===== config.mk =====
export PLATFORM = sky130hd
export DESIGN_NAME = bgc_ctrl
export DESIGN_NICKNAME = d
export VERILOG_FILES = /design/src/hdl/bgc_pkg.sv /design/src/hdl/bgc_ctrl.sv
export SDC_FILE = /design/constraint.sdc
export NUM_CORES = 1
export LEC_CHECK = 0
export BUFFER_PORTS_ARGS = -buffer_cell sky130_fd_sc_hd__buf_2
export CAP_MARGIN = 40
export CORE_MARGIN = 4
export CORE_UTILIZATION = 46
export DETAILED_ROUTE_END_ITERATION = 12
export PLACE_DENSITY = 0.76
export SYNTH_ARGS = -nofsm -noshare
export SYNTH_HDL_FRONTEND = slang
export SYNTH_SLANG_ARGS = --single-unit

===== constraint.sdc =====
create_clock -name clk -period 1.9 [get_ports clk]
set_clock_uncertainty 0.2 [all_clocks]
set_input_delay 0.19 -clock clk [delete_from_list [all_inputs] [get_ports clk]]
set_output_delay 0.19 -clock clk [all_outputs]
set_load 0.005 [all_outputs]

===== src/hdl/bgc_pkg.sv =====
// bgc_pkg: shared types and codes for the bipartite graph check block
// no dependencies
`default_nettype none
package bgc_pkg;
  typedef enum logic [1:0] {
    ACT_ADD   = 2'd0,
    ACT_CHECK = 2'd1,
    ACT_CLEAR = 2'd2,
    ACT_NONE  = 2'd3
  } action_t;

  localparam logic [1:0] COL_NONE = 2'd0;
  localparam logic [1:0] COL_ONE  = 2'd1;
  localparam logic [1:0] COL_TWO  = 2'd2;

  typedef enum logic [3:0] {
    OP_IDLE,
    OP_ADD_RD,
    OP_ADD_WR,
    OP_CLR_GRAPH,
    OP_CLR_COL,
    OP_SCAN_RD,
    OP_SCAN_CHK,
    OP_TOP_RD,
    OP_TOP_LAT,
    OP_TOP_DEG,
    OP_ADJ_RD,
    OP_NBR_RD,
    OP_NBR_CHK,
    OP_DONE
  } op_t;

  typedef struct packed {
    logic scan_done;
    logic scan_uncol;
    logic stack_empty;
    logic slot_end;
    logic nbr_skip;
    logic nbr_same;
    logic nbr_uncol;
    logic stack_full;
    logic sweep_end;
  } status_t;
endpackage
`default_nettype wire


===== src/hdl/bgc_ctrl.sv =====
// bgc_ctrl: command sequencer for add, clear and the depth-first check
// depends on bgc_pkg
`default_nettype none
module bgc_ctrl (
  input  wire logic             clk,
  input  wire logic             rst_n,
  input  wire logic             start,
  input  wire logic [1:0]       in_action,
  input  wire logic             add_valid,
  input  wire logic             overflow,
  input  wire bgc_pkg::status_t st,
  output bgc_pkg::op_t          op,
  output logic                  busy,
  output logic                  start_cmd,
  output logic                  out_valid,
  output logic                  out_is_bipartite,
  output logic                  out_edges_dropped
);
  import bgc_pkg::*;
  op_t op_r, op_nxt;
  logic done_r, res_nxt, res_r;
  assign op = op_r;
  assign busy = op_r != OP_IDLE;
  assign start_cmd = start && !busy;

  always_comb begin
    op_nxt = op_r;
    res_nxt = res_r;
    unique case (op_r)
      OP_IDLE: if (start) begin
        unique case (action_t'(in_action))
          ACT_ADD:   op_nxt = OP_ADD_RD;
          ACT_CHECK: op_nxt = OP_CLR_COL;
          ACT_CLEAR: op_nxt = OP_CLR_GRAPH;
          default:   op_nxt = OP_IDLE;
        endcase
      end
      OP_ADD_RD:    op_nxt = add_valid ? OP_ADD_WR : OP_IDLE;
      OP_ADD_WR:    op_nxt = OP_IDLE;
      OP_CLR_GRAPH: if (st.sweep_end) op_nxt = OP_IDLE;
      OP_CLR_COL:   if (st.sweep_end) op_nxt = OP_SCAN_RD;
      OP_SCAN_RD: begin
        if (st.scan_done) begin
          res_nxt = 1'b1; op_nxt = OP_DONE;
        end else op_nxt = OP_SCAN_CHK;
      end
      OP_SCAN_CHK: op_nxt = st.scan_uncol ? OP_TOP_RD : OP_SCAN_RD;
      OP_TOP_RD:   op_nxt = OP_TOP_LAT;
      OP_TOP_LAT:  op_nxt = OP_TOP_DEG;
      OP_TOP_DEG:  op_nxt = st.slot_end ? OP_TOP_RD : OP_ADJ_RD;
      OP_ADJ_RD:   op_nxt = OP_NBR_RD;
      OP_NBR_RD:   op_nxt = st.nbr_skip ? OP_TOP_RD : OP_NBR_CHK;
      OP_NBR_CHK: begin
        if (st.nbr_same) begin
          res_nxt = 1'b0; op_nxt = OP_DONE;
        end else if (st.nbr_uncol && st.stack_full) begin
          res_nxt = 1'b1; op_nxt = OP_DONE;
        end else op_nxt = OP_TOP_RD;
      end
      OP_DONE: op_nxt = OP_IDLE;
      default: op_nxt = OP_IDLE;
    endcase
    // popping the last entry returns to the node scan
    if ((op_r == OP_TOP_DEG && st.slot_end) && st.stack_empty) op_nxt = OP_SCAN_RD;
    if (op_r == OP_TOP_RD && st.stack_empty) op_nxt = OP_SCAN_RD;
  end

  always_ff @(posedge clk) begin
    if (!rst_n) begin
      op_r <= OP_CLR_GRAPH;
      res_r <= 1'b0;
      done_r <= 1'b0;
      out_is_bipartite <= 1'b0;
      out_edges_dropped <= 1'b0;
    end else begin
      op_r <= op_nxt;
      res_r <= res_nxt;
      done_r <= op_r == OP_DONE;
      if (op_r == OP_DONE) begin
        out_is_bipartite <= res_r;
        out_edges_dropped <= overflow;
      end
    end
  end
  assign out_valid = done_r;
endmodule
`default_nettype wire


==> load_flow_metrics.sql <==
INSERT INTO impl_metrics (metric_group, metric, value, unit) VALUES
('clock_tree', 'worst_setup_hold_path_clk_slew', '0.05', 'ns'),
('setup_path', 'timing.reg2reg.worst_path_depth', '4', ''),
('final_layout', 'n_antenna_cell', '0', ''),
('place', 'placed_cell_area', '752', 'µm²'),
('die', 'fp-row-count', '13', ''),
('setup_path', 'crit_cells', '4', ''),
('clock_tree', 'post_cts.repair.setup_buffers', '0', ''),
('power_and_ir_drop', 'total_leakage_power', '0.357', 'nW'),
('setup_path', 'critical_path_arrival', '1.74', 'ns'),
('die', 'core_area', '1300', 'µm²'),
('timing', 'tightest_slew', '0.510', 'ns'),
('setup_path', 'critical_path.n_buffers_inverters', '0', ''),
('final_layout', 'synthToLayoutAreaGrowth', '24.0', '%'),
('setup_path', 'timing.critical_path.cells', 'nand2b_1 > nor4b_2 > a211oi_1 > nor3_1', ''),
('drt', 'final_antenna_net_count', '0', ''),
('global_routing', 'first_global_vias', '653', ''),
('timing', 'post-route-period-util', '93.3', '%'),
('yosys', 'synthFlopType', 'sky130_fd_sc_hd__dfxtp_1', ''),
('timing', 'final_period_demand_of_the_worst_path', '1.77', 'ns'),
('die', 'design.die.area', '2050', 'µm²'),
('global_routing', 'antenna_violations_before_repair', '0', ''),
('final_layout', 'final_net_count', '121', ''),
('global_routing', 'grt_start_max_net_pins', '19', ''),
('yosys', 'synthesized_net_count', '93', ''),
('setup_path', 'critical_path.max_fanout', '15', ''),
('yosys', 'mappedNetlistArea', '641', 'µm²'),
('timing', 'hold_ws', '0.111', 'ns'),
('clock_tree', 'cts.htree.levels', '1', ''),
('setup_path', 'crit_path_max_delay_cell_type', 'sky130_fd_sc_hd__dfxtp_1', ''),
('clock_tree', 'worst_skew_pair.late_latency', '0.25', 'ns'),
('drt', 'avgRoutedWirePerCell', '13.7', 'µm'),
('setup_path', 'timing.critical_path.required', '1.87', 'ns'),
('setup_path', 'critical_path.startpoint_type', 'flip-flop', ''),
('yosys', 'synth.distinct_cells', '39', ''),
('setup_path', 'crit_type', 'reg2reg', ''),
('clock_tree', 'cts.sink_count', '8', ''),
('timing', 'setup-tns-final', '0', 'ns'),
('yosys', 'netlist_top_cells_area', 'sky130_fd_sc_hd__dfxtp_1 (25%), sky130_fd_sc_hd__mux2i_1 (4.7%), sky130_fd_sc_hd__a21oi_1 (3.9%), sky130_fd_sc_hd__a31oi_1 (3.9%), sky130_fd_sc_hd__buf_6 (3.5%)', ''),
('yosys', 'avgSynthCellArea', '8.32', 'µm²'),
('drt', 'route.detailed.vias_per_inst', '5.95', ''),
('yosys', 'synth_largest_type_area_fraction', '25.0', '%'),
('yosys', 'synth_async_sr_flop_share', '0', '%'),
('yosys', 'synth_warnings', '0', ''),
('final_layout', 'finalInstanceArea', '795', 'µm²'),
('die', 'dieHeight', '45.3', 'µm'),
('clock_tree', 'holdBufCountCts', '2', ''),
('place', 'globalplace.congestion', '0.830', ''),
('yosys', 'synth_common_cells', 'sky130_fd_sc_hd__dfxtp_1 (8), sky130_fd_sc_hd__nor2_1 (6), sky130_fd_sc_hd__a21oi_1 (5)', ''),
('timing', 'maxSlewViolCount', '0', ''),
('yosys', 'synth_most_common_cell', 'sky130_fd_sc_hd__dfxtp_1', ''),
('place', 'post-place-ws', '0.160', 'ns'),
('status', 'status', 'complete, no violations', ''),
('timing', 'slew_headroom', '66.0', '%'),
('global_routing', 'global_route_wire_length_before_repair', '2.81', 'mm'),
('clock_tree', 'cts_root_buffer', 'sky130_fd_sc_hd__clkbuf_4', ''),
('yosys', 'netlist_instances', '77', ''),
('die', 'io_pins', '25', ''),
('drt', 'wirelength', '1.61', 'mm'),
('power_and_ir_drop', 'worst_ir_drop_vdd', '0.000582', 'V'),
('setup_path', 'ff2ff_setup_slack', '0.13', 'ns'),
('die', 'initial_core_util', '49.2', '%'),
('drt', 'drt_iter0_drc', '14', ''),
('hold_path', 'worstHoldPathType', 'in2reg', ''),
('clock_tree', 'tritoncts', 'yes', ''),
('setup_path', 'cp_slowest_stage_delay', '0.58', 'ns'),
('setup_path', 'crit_path_end_kind', 'flip-flop', ''),
('timing', 'final_setup_margin', '0.128', 'ns'),
('yosys', 'synth.yosys.seq_area_share', '25.0', '%'),
('clock_tree', 'ctsLongestPathBuffers', '2', ''),
('setup_path', 'path_delay_family', 'simple AND/OR/NAND/NOR gates', ''),
('timing', 'finalSetupViolations', '0', '');
cells in the final DEF (no fill, tap or decap), types with 3 or more instances in the layout:
cell,n
sky130_fd_sc_hd__dfxtp_1,8
sky130_fd_sc_hd__inv_1,4
sky130_fd_sc_hd__clkbuf_4,3
sky130_fd_sc_hd__nand2_1,4
sky130_fd_sc_hd__nor2_1,6
sky130_fd_sc_hd__mux2i_1,3
sky130_fd_sc_hd__a21oi_1,5
sky130_fd_sc_hd__a31oi_1,4
sky130_fd_sc_hd__buf_2,24
sky130_fd_sc_hd__nand2b_1,3
logic make-up after synthesis:
logic type | share of synthesized area, %
muxes | 7.03
buffers and inverters | 8.98
DFF | 25.0
AOI/OAI and AO/OA | 33.6
and+or+nand+nor | 25.4
per-stage QoR:
stage	cells	power, mW
6_report	118	0.854
3_3_place_gp	113	0.717
4_1_cts	118	0.855
2_1_floorplan	77	0.629
5_1_grt	118	0.934
3_5_place_dp	113	0.720
worst reg2reg max path, cell delays in order, from the launching register on:
cell                       delay (ns)
sky130_fd_sc_hd__dfxtp_1         0.58
sky130_fd_sc_hd__nand2b_1        0.21
sky130_fd_sc_hd__nor4b_2         0.39
sky130_fd_sc_hd__a211oi_1        0.10
sky130_fd_sc_hd__nor3_1          0.21
registers in the layout, summed over array words and instances (netlist names):
register,count
op,4
out_edges_dropped,1
out_is_bipartite,1
out_valid,1
res_r,1
final cells by class:
type	count	area [µm²]	share of cell area, %
repair buffers	28	155	19.5
well taps	15	18.8	2.36
inverters	4	15.0	1.89
flip-flops and latches	8	160	20.2
clock buffers	3	22.5	2.83
multi-input cells	60	423	53.2
path summary, 6_finish.rpt:
check                          from                 to
setup / recovery              op[2]              op[3]
hold / removal                st[3]              res_r
setup reg to reg              op[2]              op[3]
hold reg to reg   out_edges_dropped  out_edges_dropped
routing by layer:
layer | global-route usage, % | vias up | routed length [µm]
li1 | - | 346 | -
met1 | 24.6 | 322 | 685
met3 | 6.37 | 2 | 139
met5 | 0 | - | 0
met2 | 28.8 | 32 | 768
met4 | 3.51 | 0 | 19
power breakdown:
group	internal [mW]	switching, mW	leakage, nW
logic	0.220	0.208	0.278
registers	0.198	0.0991	0.0654
clock network	0.0723	0.0573	0.0138
total	0.490	0.364	0.357
Power figures use the tool's default switching activity.
